<file path="config.mk">
export PLATFORM = sky130hd
export DESIGN_NAME = msb_first_bit_field_packer_core
export DESIGN_NICKNAME = d
export VERILOG_FILES = /design/src/sv/mbfp_pkg.sv /design/src/sv/msb_first_bit_field_packer_core.sv /design/src/sv/mbfp_store.sv
export SDC_FILE = /design/constraint.sdc
export NUM_CORES = 1
export LEC_CHECK = 0
export ABC_AREA = 1
export BUFFER_PORTS_ARGS = -buffer_cell sky130_fd_sc_hd__buf_4
export CORE_ASPECT_RATIO = 1.4
export CORE_MARGIN = 3
export CORE_UTILIZATION = 45
export DETAILED_ROUTE_END_ITERATION = 7
export PLACE_DENSITY_LB_ADDON = 0.08
export SLEW_MARGIN = 25
export SYNTH_ARGS = -nofsm -noshare
export SYNTH_HDL_FRONTEND = slang
export SYNTH_HIERARCHICAL = 1
export SYNTH_SLANG_ARGS = --single-unit
</file>
<file path="constraint.sdc">
create_clock -name clock -period 5.13 [get_ports clock]
set_input_delay 0.513 -clock clock [delete_from_list [all_inputs] [get_ports clock]]
set_output_delay 0.513 -clock clock [all_outputs]
set_load 0.02 [all_outputs]
</file>
<file path="src/sv/mbfp_pkg.sv">
// Shared constants, types and a helper function of the MSB-first bit-field packer.
package mbfp_pkg;

   // Size of the byte store and the widths that follow from it.
   localparam int BUFFER_BYTES = 64;
   localparam int ADDR_W       = $clog2(BUFFER_BYTES);
   localparam int BYTE_POS_W   = $clog2(BUFFER_BYTES + 1);
   localparam int POS_W        = BYTE_POS_W + 3;
   localparam int STORE_BITS   = BUFFER_BYTES * 8;

   // A field of up to 32 bits at any bit offset touches at most five bytes.
   localparam int WIN_BYTES = 5;
   localparam int WIN_W     = WIN_BYTES * 8;
   localparam int FIELD_W   = 32;
   localparam int MAX_WIDTH = 32;

   // Action codes carried in the request tuser.
   typedef enum logic [2:0] {
      ACT_CLEAR     = 3'd0,
      ACT_PUT       = 3'd1,
      ACT_GET       = 3'd2,
      ACT_REWIND    = 3'd3,
      ACT_READ_BYTE = 3'd4
   } action_type;

   // Sequencer states.
   typedef enum logic [1:0] {
      ST_IDLE,
      ST_RUN,
      ST_BYTE,
      ST_RESP
   } state_type;

   // Access request from the sequencer to the byte store.
   typedef struct packed {
      logic              clear;
      logic              wr_en;
      logic [ADDR_W-1:0] wr_addr;
      logic [7:0]        wr_data;
      logic [ADDR_W-1:0] rd_addr;
   } store_req_type;

   // Mask of the low width bits of a field; width runs from 0 to 32.
   function automatic logic [FIELD_W-1:0] field_mask(input logic [5:0] width);
      logic [FIELD_W-1:0] ones;
      ones = '1;
      return ones >> (6'(FIELD_W) - width);
   endfunction

endpackage

</file>
<file path="src/sv/msb_first_bit_field_packer_core.sv">
// Top level of the MSB-first bit-field packer: sequencer, cursors and result register.
//
//   channel  | direction | handshake             | payload
//   ---------+-----------+-----------------------+-------------------------------------------
//   req_     | in        | req_tvalid/req_tready | tuser: action, sign_extend; tdata: fields
//   rsp_     | out       | rsp_tvalid/rsp_tready | tdata: read_value, payload_length, overflow
//
// Put and get work through the N store bytes (1 to 5) that the field touches, one byte at
// a time, each in a single read/write pass of the store. Read byte passes through a byte
// state before the response state; clear, rewind and dropped accesses go straight to it.
// Reset empties the store at once through its valid bits and rewinds both cursors.
// A waiting result does not stop the next transfer from being taken; the sequencer
// only holds in its response state while the result register is still full.
module msb_first_bit_field_packer_core (
   input  logic        clock,
   input  logic        reset,
   input  logic        req_tvalid,
   output logic        req_tready,
   input  logic [47:0] req_tdata,   // field_width[5:0], field_value[37:6], byte_index[43:38]
   input  logic [3:0]  req_tuser,   // action[2:0], sign_extend[3]
   output logic        rsp_tvalid,
   input  logic        rsp_tready,
   output logic [39:0] rsp_tdata    // read_value[31:0], payload_length[38:32], overflow[39]
);

   localparam int POS_W  = mbfp_pkg::POS_W;
   localparam int ADDR_W = mbfp_pkg::ADDR_W;
   localparam int WIN_W  = mbfp_pkg::WIN_W;

   mbfp_pkg::state_type  state_ff, state_in;
   mbfp_pkg::action_type act_ff, act_in;
   logic [POS_W-1:0]     write_pos_ff, write_pos_in;
   logic [POS_W-1:0]     read_pos_ff, read_pos_in;
   logic [5:0]           width_ff, width_in;
   logic [2:0]           off_ff, off_in;
   logic [2:0]           last_ff, last_in;
   logic [2:0]           cnt_ff, cnt_in;
   logic [ADDR_W-1:0]    base_ff, base_in;
   logic                 sext_ff, sext_in;
   logic                 extract_ff, extract_in;
   logic [WIN_W-1:0]     window_ff, window_in;
   logic [31:0]          result_ff, result_in;
   logic                 ovf_ff, ovf_in;
   logic                 rsp_valid_ff, rsp_valid_in;
   logic [39:0]          rsp_data_ff, rsp_data_in;

   // Request fields.
   mbfp_pkg::action_type req_act;
   logic [5:0]           req_width_raw;
   logic [31:0]          req_value;
   logic                 req_sext;
   logic [5:0]           req_index;

   // Decode of the accepted transfer.
   logic                 req_accept;
   logic [5:0]           width_clamp;
   logic [POS_W-1:0]     cur_pos;
   logic [POS_W:0]       end_pos;
   logic                 fits;
   logic [5:0]           off_width;
   logic [WIN_W-1:0]     put_window;
   logic                 index_ok;

   // Per-byte work and result assembly.
   logic [7:0]           lane;
   logic [7:0]           store_rd_data;
   logic [31:0]          got_shifted;
   logic [31:0]          got_mask;
   logic [31:0]          got_value;
   logic [31:0]          rsp_value;
   logic [6:0]           payload_len;
   logic                 rsp_load;

   mbfp_pkg::store_req_type store_req;

   mbfp_store u_store (
      .clock   (clock),
      .reset   (reset),
      .req     (store_req),
      .rd_data (store_rd_data)
   );

   // Unpack the request channel.
   assign req_act       = mbfp_pkg::action_type'(req_tuser[2:0]);
   assign req_sext      = req_tuser[3];
   assign req_width_raw = req_tdata[5:0];
   assign req_value     = req_tdata[37:6];
   assign req_index     = req_tdata[43:38];

   assign req_tready = (state_ff == mbfp_pkg::ST_IDLE);
   assign req_accept = req_tvalid && req_tready;

   // Bound check and field alignment for a put or a get at the relevant cursor.
   always_comb begin
      width_clamp = (req_width_raw > 6'(mbfp_pkg::MAX_WIDTH)) ? 6'(mbfp_pkg::MAX_WIDTH)
                                                               : req_width_raw;
      cur_pos    = (req_act == mbfp_pkg::ACT_PUT) ? write_pos_ff : read_pos_ff;
      end_pos    = {1'b0, cur_pos} + (POS_W + 1)'(width_clamp);
      fits       = (32'(end_pos) <= mbfp_pkg::STORE_BITS);
      off_width  = 6'(cur_pos[2:0]) + width_clamp;
      put_window = WIN_W'(req_value & mbfp_pkg::field_mask(width_clamp))
                   << (6'(WIN_W) - off_width);
      index_ok   = (32'(req_index) < mbfp_pkg::BUFFER_BYTES);
   end

   // Pick the window byte that belongs to the store byte now in hand.
   always_comb begin
      lane = 8'd0;
      for (int j = 0; j < mbfp_pkg::WIN_BYTES; j++) begin
         if (cnt_ff == 3'(j)) begin
            lane = window_ff[WIN_W-1-8*j -: 8];
         end
      end
   end

   // Next-state logic of the sequencer.
   always_comb begin
      state_in = state_ff;
      unique case (state_ff)
         mbfp_pkg::ST_IDLE: begin
            if (req_accept) begin
               case (req_act)
                  mbfp_pkg::ACT_PUT, mbfp_pkg::ACT_GET: begin
                     state_in = (width_clamp != 6'd0 && fits) ? mbfp_pkg::ST_RUN
                                                              : mbfp_pkg::ST_RESP;
                  end
                  mbfp_pkg::ACT_READ_BYTE: begin
                     state_in = index_ok ? mbfp_pkg::ST_BYTE : mbfp_pkg::ST_RESP;
                  end
                  default: begin
                     state_in = mbfp_pkg::ST_RESP;
                  end
               endcase
            end
         end
         mbfp_pkg::ST_RUN: begin
            if (cnt_ff == last_ff) begin
               state_in = mbfp_pkg::ST_RESP;
            end
         end
         mbfp_pkg::ST_BYTE: begin
            state_in = mbfp_pkg::ST_RESP;
         end
         mbfp_pkg::ST_RESP: begin
            if (rsp_load) begin
               state_in = mbfp_pkg::ST_IDLE;
            end
         end
         default: begin
            state_in = mbfp_pkg::ST_IDLE;
         end
      endcase
   end

   // Datapath and store control for each state.
   always_comb begin
      act_in       = act_ff;
      write_pos_in = write_pos_ff;
      read_pos_in  = read_pos_ff;
      width_in     = width_ff;
      off_in       = off_ff;
      last_in      = last_ff;
      cnt_in       = cnt_ff;
      base_in      = base_ff;
      sext_in      = sext_ff;
      extract_in   = extract_ff;
      window_in    = window_ff;
      result_in    = result_ff;
      ovf_in       = ovf_ff;

      store_req         = '0;
      store_req.wr_addr = base_ff + ADDR_W'(cnt_ff);
      store_req.wr_data = store_rd_data | lane;
      store_req.rd_addr = base_ff + ADDR_W'(cnt_ff) + ADDR_W'(1);

      unique case (state_ff)
         mbfp_pkg::ST_IDLE: begin
            if (req_accept) begin
               act_in     = req_act;
               width_in   = width_clamp;
               off_in     = cur_pos[2:0];
               last_in    = 3'((off_width - 6'd1) >> 3);
               cnt_in     = 3'd0;
               base_in    = ADDR_W'(cur_pos[POS_W-1:3]);
               sext_in    = req_sext;
               extract_in = 1'b0;
               window_in  = (req_act == mbfp_pkg::ACT_PUT) ? put_window : '0;
               result_in  = 32'd0;
               ovf_in     = 1'b0;
               store_req.rd_addr = ADDR_W'(cur_pos[POS_W-1:3]);
               case (req_act)
                  mbfp_pkg::ACT_CLEAR: begin
                     store_req.clear = 1'b1;
                     write_pos_in    = '0;
                     read_pos_in     = '0;
                  end
                  mbfp_pkg::ACT_PUT: begin
                     if (width_clamp != 6'd0) begin
                        if (fits) begin
                           write_pos_in = end_pos[POS_W-1:0];
                        end else begin
                           ovf_in = 1'b1;
                        end
                     end
                  end
                  mbfp_pkg::ACT_GET: begin
                     if (width_clamp != 6'd0) begin
                        if (fits) begin
                           read_pos_in = end_pos[POS_W-1:0];
                        end else begin
                           ovf_in = 1'b1;
                        end
                     end
                  end
                  mbfp_pkg::ACT_REWIND: begin
                     read_pos_in = '0;
                  end
                  mbfp_pkg::ACT_READ_BYTE: begin
                     store_req.rd_addr = ADDR_W'(req_index);
                     ovf_in            = !index_ok;
                  end
                  default: begin
                  end
               endcase
            end
         end
         mbfp_pkg::ST_RUN: begin
            // One store byte per cycle: merge for a put, collect for a get.
            cnt_in = cnt_ff + 3'd1;
            if (act_ff == mbfp_pkg::ACT_PUT) begin
               store_req.wr_en = 1'b1;
            end else begin
               for (int j = 0; j < mbfp_pkg::WIN_BYTES; j++) begin
                  if (cnt_ff == 3'(j)) begin
                     window_in[WIN_W-1-8*j -: 8] = store_rd_data;
                  end
               end
               if (cnt_ff == last_ff) begin
                  extract_in = 1'b1;
               end
            end
         end
         mbfp_pkg::ST_BYTE: begin
            result_in = 32'(store_rd_data);
         end
         mbfp_pkg::ST_RESP: begin
         end
         default: begin
         end
      endcase
   end

   // Get extraction with optional sign extension, result select and payload length.
   always_comb begin
      got_shifted = 32'(window_ff >> (6'(WIN_W) - 6'(off_ff) - width_ff));
      got_mask    = mbfp_pkg::field_mask(width_ff);
      got_value   = got_shifted & got_mask;
      if (sext_ff && got_shifted[5'(width_ff - 6'd1)]) begin
         got_value = got_value | ~got_mask;
      end
      rsp_value   = extract_ff ? got_value : result_ff;
      payload_len = 7'(write_pos_ff[POS_W-1:3]) + 7'(|write_pos_ff[2:0]);
   end

   // Result register between the sequencer and the response channel.
   always_comb begin
      rsp_load     = (state_ff == mbfp_pkg::ST_RESP) && (!rsp_valid_ff || rsp_tready);
      rsp_valid_in = rsp_valid_ff;
      rsp_data_in  = rsp_data_ff;
      if (rsp_load) begin
         rsp_valid_in = 1'b1;
         rsp_data_in  = {ovf_ff, payload_len, rsp_value};
      end else if (rsp_tready) begin
         rsp_valid_in = 1'b0;
      end
   end

   // Control registers.
   always_ff @(posedge clock) begin
      if (reset) begin
         state_ff     <= mbfp_pkg::ST_IDLE;
         write_pos_ff <= '0;
         read_pos_ff  <= '0;
         cnt_ff       <= '0;
         extract_ff   <= 1'b0;
         rsp_valid_ff <= 1'b0;
      end else begin
         state_ff     <= state_in;
         write_pos_ff <= write_pos_in;
         read_pos_ff  <= read_pos_in;
         cnt_ff       <= cnt_in;
         extract_ff   <= extract_in;
         rsp_valid_ff <= rsp_valid_in;
      end
   end

   // Payload registers.
   always_ff @(posedge clock) begin
      act_ff      <= act_in;
      width_ff    <= width_in;
      off_ff      <= off_in;
      last_ff     <= last_in;
      base_ff     <= base_in;
      sext_ff     <= sext_in;
      window_ff   <= window_in;
      result_ff   <= result_in;
      ovf_ff      <= ovf_in;
      rsp_data_ff <= rsp_data_in;
   end

   assign rsp_tvalid = rsp_valid_ff;
   assign rsp_tdata  = rsp_data_ff;

endmodule

</file>
<file path="src/sv/mbfp_store.sv">
// Byte store: synchronous memory with per-byte valid bits so that a clear is immediate.
module mbfp_store (
   input  logic                   clock,
   input  logic                   reset,
   input  mbfp_pkg::store_req_type req,
   output logic [7:0]             rd_data
);

   logic [7:0]                        store_mem [mbfp_pkg::BUFFER_BYTES];
   logic [mbfp_pkg::BUFFER_BYTES-1:0] valid_ff;
   logic [mbfp_pkg::BUFFER_BYTES-1:0] valid_in;
   logic [7:0]                        rd_raw_ff;
   logic                              rd_valid_ff;

   // Memory write port.
   always_ff @(posedge clock) begin
      if (req.wr_en) begin
         store_mem[req.wr_addr] <= req.wr_data;
      end
   end

   // Registered memory read port.
   always_ff @(posedge clock) begin
      rd_raw_ff <= store_mem[req.rd_addr];
   end

   // A byte is valid once written since the last clear; others read as zero.
   always_comb begin
      valid_in = valid_ff;
      if (req.clear) begin
         valid_in = '0;
      end else if (req.wr_en) begin
         valid_in[req.wr_addr] = 1'b1;
      end
   end

   always_ff @(posedge clock) begin
      if (reset) begin
         valid_ff    <= '0;
         rd_valid_ff <= 1'b0;
      end else begin
         valid_ff    <= valid_in;
         rd_valid_ff <= valid_ff[req.rd_addr];
      end
   end

   assign rd_data = rd_valid_ff ? rd_raw_ff : 8'd0;

endmodule
</file>
Yosys cells after proc, flatten, opt, wreduce, memory -nomap -nowiden
Memories as Yosys holds them, arrays and structs flattened. A register that Yosys moved wholly into a read port is not among the register bits.
Cells that the tools add are included.
W data, S select, Z words.
{"block": "word_totals", "ff_bits": 227, "latchBits": 0, "ram_bits": 512, "romBits": 0, "inputBits": 56, "output_inout_bits": 42, "elab_cells": 167, "mem_count": 1}
{"block": "classes", "addsub": 13, "n_mul": 0, "div_mod_pow": 0, "magnitude_cmp": 6, "eq_ne": 26, "n_shift": 4, "muxes": 56, "n_bitwise": 6, "n_reduce_logical": 33}
{"name": "u_store.store_mem", "words": 64, "width": 8, "rd": 1, "rd_ports_with_merged_regs": 1, "wr": 1, "line_no": "mbfp_store.sv:9", "source": "logic [7:0] store_mem [mbfp_pkg::BUFFER_BYTES];"}
{"op": "$mux W40", "count": 3}
{"op": "$mux W32", "count": 3}
{"op": "$mux W8", "count": 11}
{"op": "$pmux W40 S2", "count": 1}
{"op": "$and A32 B32 Y32", "count": 2}
{"op": "$or A64 B64 Y64", "count": 1}
{"op": "$pmux W32 S2", "count": 1}
{"op": "$shr A32 B6 Y32 const A", "count": 2}
{"op": "$pmux W10 S2", "count": 2}
{"op": "$shl A32 B6 Y40", "count": 1}
{"op": "$shr A40 B6 Y32", "count": 1}
{"op": "$not A32 Y32", "count": 1}
{"op": "$or A32 B32 Y32", "count": 1}
{"op": "$mux W10", "count": 3}
{"op": "$mux W6", "count": 4}
{"op": "$ne A2 B2 Y1 const B", "count": 12}
{"op": "$reduce_and A4 Y1", "count": 6}
{"op": "$sub A6 B6 Y6 const A", "count": 3}
{"op": "$mux W1", "count": 16}
{"op": "$lt A6 B7 Y1 const B", "count": 2}
{"op": "$eq A3 B2 Y1 const B", "count": 4}
{"op": "$add A10 B6 Y11", "count": 1}
{"op": "$le A11 B10 Y1 const B", "count": 1}
{"op": "$reduce_and A5 Y1", "count": 2}
{"op": "39 further kinds", "count": 60}

Longest topological paths before layout
{"block": "depth", "ltp_word": 9, "depth_mapped": 28, "depth_no_buf": 24}

By module
The synthesis kept the hierarchy.
{"mod": "mbfp_store", "instances": 1, "cells_per_inst": 2165, "area_each_um2": 23780.3, "seq_area_each_um2": 16836.1}
{"mod": "msb_first_bit_field_packer_core", "instances": 1, "cells_per_inst": 2004, "area_each_um2": 12625.9, "seq_area_each_um2": 3873.7}

Worst setup path after synthesis
Ideal clock, no wire load.
{"block": "synth_timing", "path_type": "input to register", "from": "input port req_tuser[1]", "to": "register window_ff[31], data pin", "setup_time_ns": 0.255, "t_arrival_ns": 3.554, "t_required_ns": 4.875, "path_slack_ns": 1.321, "cell_stages": 20, "path_buffers": 5, "path_cell_list": "inv_1 -> nand3_2 -> clkbuf_1 -> nand2_1 -> o21ai_0 -> ha_1 -> clkbuf_1 -> clkinv_1 -> clkbuf_1 -> ha_1 -> clkbuf_1 -> inv_1 -> buf_1 -> nand3_1 -> nand3_1 -> nand2_1 -> o21ai_0 -> nand2_1 -> nand3_1 -> nand2_1"}
{"block": "synth_between", "elab_chain_len": 8}
{"element": "start, declared", "line_no": "msb_first_bit_field_packer_core.sv:20", "source": "input logic [3:0] req_tuser,"}
{"element": "$eq A3 B1 Y1", "line_no": "msb_first_bit_field_packer_core.sv:97", "source": "cur_pos = (req_act == mbfp_pkg::ACT_PUT) ? write_pos_ff : read_pos_ff;"}
{"element": "$mux W10", "line_no": "msb_first_bit_field_packer_core.sv:97"}
{"element": "via cur_pos[0]", "line_no": "msb_first_bit_field_packer_core.sv:57", "source": "logic [POS_W-1:0] cur_pos;"}
{"element": "$add A3 B6 Y6", "line_no": "msb_first_bit_field_packer_core.sv:100", "source": "off_width = 6'(cur_pos[2:0]) + width_clamp;"}
{"element": "$sub A6 B6 Y6", "line_no": "msb_first_bit_field_packer_core.sv:102", "source": "<< (6'(WIN_W) - off_width);"}
{"element": "$shl A32 B6 Y40", "line_no": "msb_first_bit_field_packer_core.sv:101", "source": "put_window = WIN_W'(req_value & mbfp_pkg::field_mask(width_clamp))"}
{"element": "$mux W40", "line_no": "msb_first_bit_field_packer_core.sv:187", "source": "window_in = (req_act == mbfp_pkg::ACT_PUT) ? put_window : '0;"}
{"element": "$mux W40", "line_no": "msb_first_bit_field_packer_core.sv:178", "source": "if (req_accept) begin"}
{"element": "$pmux W40 S2", "line_no": "msb_first_bit_field_packer_core.sv:176", "source": "unique case (state_ff)"}
{"element": "via window_in[31]", "line_no": "msb_first_bit_field_packer_core.sv:41", "source": "logic [WIN_W-1:0] window_ff, window_in;"}
{"element": "end signal, assigned", "line_no": "msb_first_bit_field_packer_core.sv:305", "source": "window_ff <= window_in;"}
{"element": "end, declared", "line_no": "msb_first_bit_field_packer_core.sv:41"}
The timed path passes the listed nets, and every way through them passes these cells. The select of a mux whose other input is x is not followed.
A chain may end at the register's enable or synchronous reset.

Final worst setup path
{"block": "layout_timing", "from": "register width_ff[1]", "to": "register rsp_data_ff[12], in the netlist rsp_tdata[12], data pin"}
{"block": "layout_between", "elab_chain_len": 7, "word_cells_on_any_way": 13, "classes_between": "add/sub: 3; shift: 2; mux: 4; bitwise: 3; reduce/logical: 1"}
{"element": "start, declared", "line_no": "msb_first_bit_field_packer_core.sv:34", "source": "logic [5:0] width_ff, width_in;"}
{"element": "start signal, assigned", "line_no": "msb_first_bit_field_packer_core.sv:300", "source": "width_ff <= width_in;"}
{"element": "$sub A6 B6 Y6", "line_no": "msb_first_bit_field_packer_core.sv:255", "source": "got_shifted = 32'(window_ff >> (6'(WIN_W) - 6'(off_ff) - width_ff));"}
{"element": "$shr A40 B6 Y32", "line_no": "msb_first_bit_field_packer_core.sv:255"}
{"element": "$bmux W1 S5", "line_no": "msb_first_bit_field_packer_core.sv:258", "source": "if (sext_ff && got_shifted[5'(width_ff - 6'd1)]) begin"}
{"element": "$mux W1 (not written as such)", "line_no": "msb_first_bit_field_packer_core.sv:258"}
{"element": "$logic_and A1 B1 Y1", "line_no": "msb_first_bit_field_packer_core.sv:258"}
{"element": "$mux W32 (*)", "line_no": "msb_first_bit_field_packer_core.sv:258"}
{"element": "$mux W32 (*)", "line_no": "msb_first_bit_field_packer_core.sv:261", "source": "rsp_value = extract_ff ? got_value : result_ff;"}
{"element": "end signal, assigned", "line_no": "msb_first_bit_field_packer_core.sv:308", "source": "rsp_data_ff <= rsp_data_in;"}
{"element": "end, declared", "line_no": "msb_first_bit_field_packer_core.sv:45", "source": "logic [39:0] rsp_data_ff, rsp_data_in;"}
Mark *: on every way between the ends. The rest lies on a longest branch, timed or not. The select of a mux whose other input is x is not followed.

==> key figures <==
Outcome
  – Status: complete, no violations

Yosys
  – Top cells by area, synth: edfxtp_1 (51%), nand3_1 (12%), nand2_1 (12%)
  – Yosys warns: 6
  – Asr flop ratio synth: 0
  – Gate count after technology mapping: 4169
  – Post-synth top area cell: edfxtp_1
  – Main synth FF type: edfxtp_1
  – #FFs+latches synth: 723
  – Xor and xnor area share after synthesis: 0.00502
  – Synth Net Count: 4263
  – Synth unique cells: 49
  – Yosys top cell area share: 0.514
  – Synthesized cell area: 36400 µm²
  – Adder-cell share of the synthesized area: 0.0137
  – Average size of a mapped cell: 8.73 µm²
  – Most numerous cell in the Yosys netlist: nand2_1
  – Post-synthesis compound-gate area fraction: 0.0597
  – Largest family of logic cells by synthesized area: simple AND/OR/NAND/NOR gates
  – Sequential share of the synthesized area: 0.569
  – Mux share of post-synthesis cell area: 0
  – Top cells by count, synth: nand2_1 (1132), nand3_1 (881), edfxtp_1 (623)
  – Simple-Gate Fraction of Synth Area: 0.293
  – Number of flops mapped to enable cells by yosys: 623

Floorplanning
  – Initial core utilization: 0.457
  – Die area: 84400 µm²
  – DIE WIDTH: 246 µm
  – Rows: 122
  – DIE HEIGHT: 343 µm
  – Ports: 98
  – Core area: 79700 µm²

Worst hold path
  – Worst hold-check path type: input port to flop

Global route
  – Largest net degree at the start of global routing: 95
  – Tot GR Track Use: 0.265
  – Initial antenna violation count: 0
  – Remaining Overflow, GRT: 0
  – Global-route wire length before repair: 170000 µm
  – Vias in the first global route: 28000

Critical path
  – Cell Chain, Critical Path: ha_1, inv_1, ha_1, fa_1, inv_1, buf_4, nand3_1, nand3_1, o21ai_0, o22ai_1, nand2_1, nand3_1, nand2_1, inv_1, nand2_1, nand2_1, nand2_1, nand2_1, nand2_2, a21oi_1
  – R2R Setup Slk: 0.63 ns
  – CP Data Arrival Time: 4.93 ns
  – CP Capture Type: flop
  – Critical Path Source Type: flop
  – Cell depth of the worst setup path: 20
  – Crit path largest cell delay: 0.53 ns
  – Worst Path Required: 5.56 ns
  – Critical path buffers and inverters: 4
  – Critical Path Source: width_ff[1]$_DFFE_PP_
  – Most frequent CP cell: nand2_1
  – Worst reg-to-reg path cell count: 20
  – Slowest CP cell: fa_1
  – Worst Path Max Fanout: 32
  – Worst reg2reg startpoint: width_ff[1]$_DFFE_PP_
  – CP top delay family: adder cells
  – Kind of critical path: flop to flop
  – Worst setup endpoint: rsp_tdata[12]$_SDFFCE_PN0P_
  – FF-to-FF End: rsp_tdata[12]$_SDFFCE_PN0P_

CTS
  – PostCTS Resize Cnt: 0
  – Clock slew at reported path FFs: 0.07 ns
  – Htree depth: 3
  – Setup bufs post-CTS: 0
  – CTS Buffer Depth: 3
  – CTS tree: built
  – CTS sink cnt: 723
  – TritonCTS Buffers: 73
  – Clk Latency, worst-skew pair: 0.63 ns
  – # hold bufs at CTS: 0
  – Root buf cell: clkbuf_16

Cells and area
  – Antenna Diode Count: 0
  – Layout cells sized above 1: 0.0790
  – # fillers: 7627
  – Final Cell Area: 40400 µm²
  – Layout net count: 4273
  – Area Growth Syn to Fin: 11.1%
  – Multi-input gate area: 13600 µm²
  – Layout Cells excl Fill: 5294
  – FF+latch area: 20700 µm²

Route
  – Drt total wl: 113000 µm
  – WL per Instance: 21.4 µm
  – Via count: 29600
  – DR DRC count: 0
  – Antenna Nets Post-Route: 0
  – Vias per inst: 5.60
  – First drt pass iteration count: 8
  – DRT iter0 DRCs: 2319

Pwr
  – Switch share: 0.466
  – Net Switching: 0.0128 W
  – Leak: 16.0 nW
  – Total power draw: 0.0275 W
  – Internal power: 0.0147 W
  – Clock network power share: 0.196
  – Pwr/cell area: 680 nW/µm²
  – Sequential power share: 0.294
  – Max IR drop VDD: 0.000505 V
  – Combinational share of power: 0.510

STA
  – Part of the cycle the worst path needs: 0.877
  – Setup TNS: 0 ns
  – Skew final: 0.0356 ns
  – Final Hold Slack: 0.0611 ns
  – Worst slew pin tran: 1.05 ns
  – Final setup fails: 0
  – Slew Limit Fails: 0
  – Period minus WS final: 4.50 ns
  – Final-report hold violation count: 0
  – RSZ-0062 raised after global routing: no
  – Max_slew headroom: 0.295
  – Fmax: 0.222 GHz

Placement
  – Placed cell count: 5158
  – Placer Congestion: 0.965
  – Cell Area, Placed: 38000 µm²
  – PortBufs: 93
  – Post-DP HPWL: 77500 µm

Run
  – Max Cap Viol: 0
[flip-flops by register name, indices dropped and copies added (netlist names), 3 cells and up]
register           cells
u_store/store_mem    512
act_ff                 3
write_pos_ff          10
last_ff                3
window_ff             40
u_store/valid_ff      64
rsp_tdata             40
u_store/rd_raw_ff      8
base_ff                6
off_ff                 3
width_ff               6
result_ff              8
read_pos_ff           10
cnt_ff                 3
[layout make-up]
cell class	count	area share
clock buffers	105	0.0519
clock inverters	31	0.00814
inverters	247	0.0232
multi-input cells	2960	0.337
flip-flops and latches	723	0.512
well taps	1054	0.0326
repair buffers	174	0.0354
[cell usage in the layout (no fill, tap or decap), drive strengths merged, types with 26 or more instances in the layout]
cell type and instances:
nand2 1136, nand3 885, edfxtp 623, nor2 393, inv 249, o21ai 220, buf 174, a21oi 132
clkbuf 105, dfxtp 100, nand4 41, ha 35, o22ai 35, nor3 26
[layer usage]
metal,part of all wire,GRT usage,up-vias
met2,0.52,0.482,940
met1,0.39,0.313,14100
met5,0,0,-
met3,0.045,0.0266,267
met4,0.051,0.126,0
li1,-,-,14300
[through the flow]
| stage | utilization | setup WS (ns) |
|---|---|---|
| final | 0.508 | 0.632 |
| after global routing | 0.508 | 0.285 |
| after CTS | 0.507 | 0.698 |
| after detailed placement | 0.477 | 0.562 |
| after global placement | 0.477 | 0.569 |
| after floorplan | - | 1.32 |
[how the worst min path moves through the flow]
stage,start,slack (ns),depth (start not counted),to
final,req_tuser[3],0.06,1,sext_ff$_DFFE_PP_
after global routing,req_tuser[3],0.04,1,sext_ff$_DFFE_PP_
after CTS,req_tuser[3],0.02,1,sext_ff$_DFFE_PP_
after detailed placement,ovf_ff$_SDFFCE_PN0P_,0.42,0,rsp_tdata[39]$_DFFE_PP_
after global placement,ovf_ff$_SDFFCE_PN0P_,0.40,0,rsp_tdata[39]$_DFFE_PP_
after floorplan,ovf_ff$_SDFFCE_PN0P_,0.40,0,rsp_tdata[39]$_DFFE_PP_
[power by group through the flow]
| stage | clock [W] | sequential [W] | combinational [W] |
|---|---|---|---|
| finish | 0.00540 | 0.00810 | 0.0140 |
| global route | 0.00573 | 0.00812 | 0.0153 |
| CTS | 0.00552 | 0.00810 | 0.0140 |
| detailed placement | 0 | 0.00822 | 0.0139 |
| global placement | 0 | 0.00821 | 0.0139 |
| floorplan | 0 | 0.00818 | 0.00914 |
[kinds of logic after synthesis]
family,Yosys count
AO/OA/AOI/OAI,410
AND/OR/NAND/NOR,2492
XOR/XNOR,20
adder cells (fa/ha/maj),38
buffers and inverters,486
flip-flops,723
(Power assumes the default switching activity.)
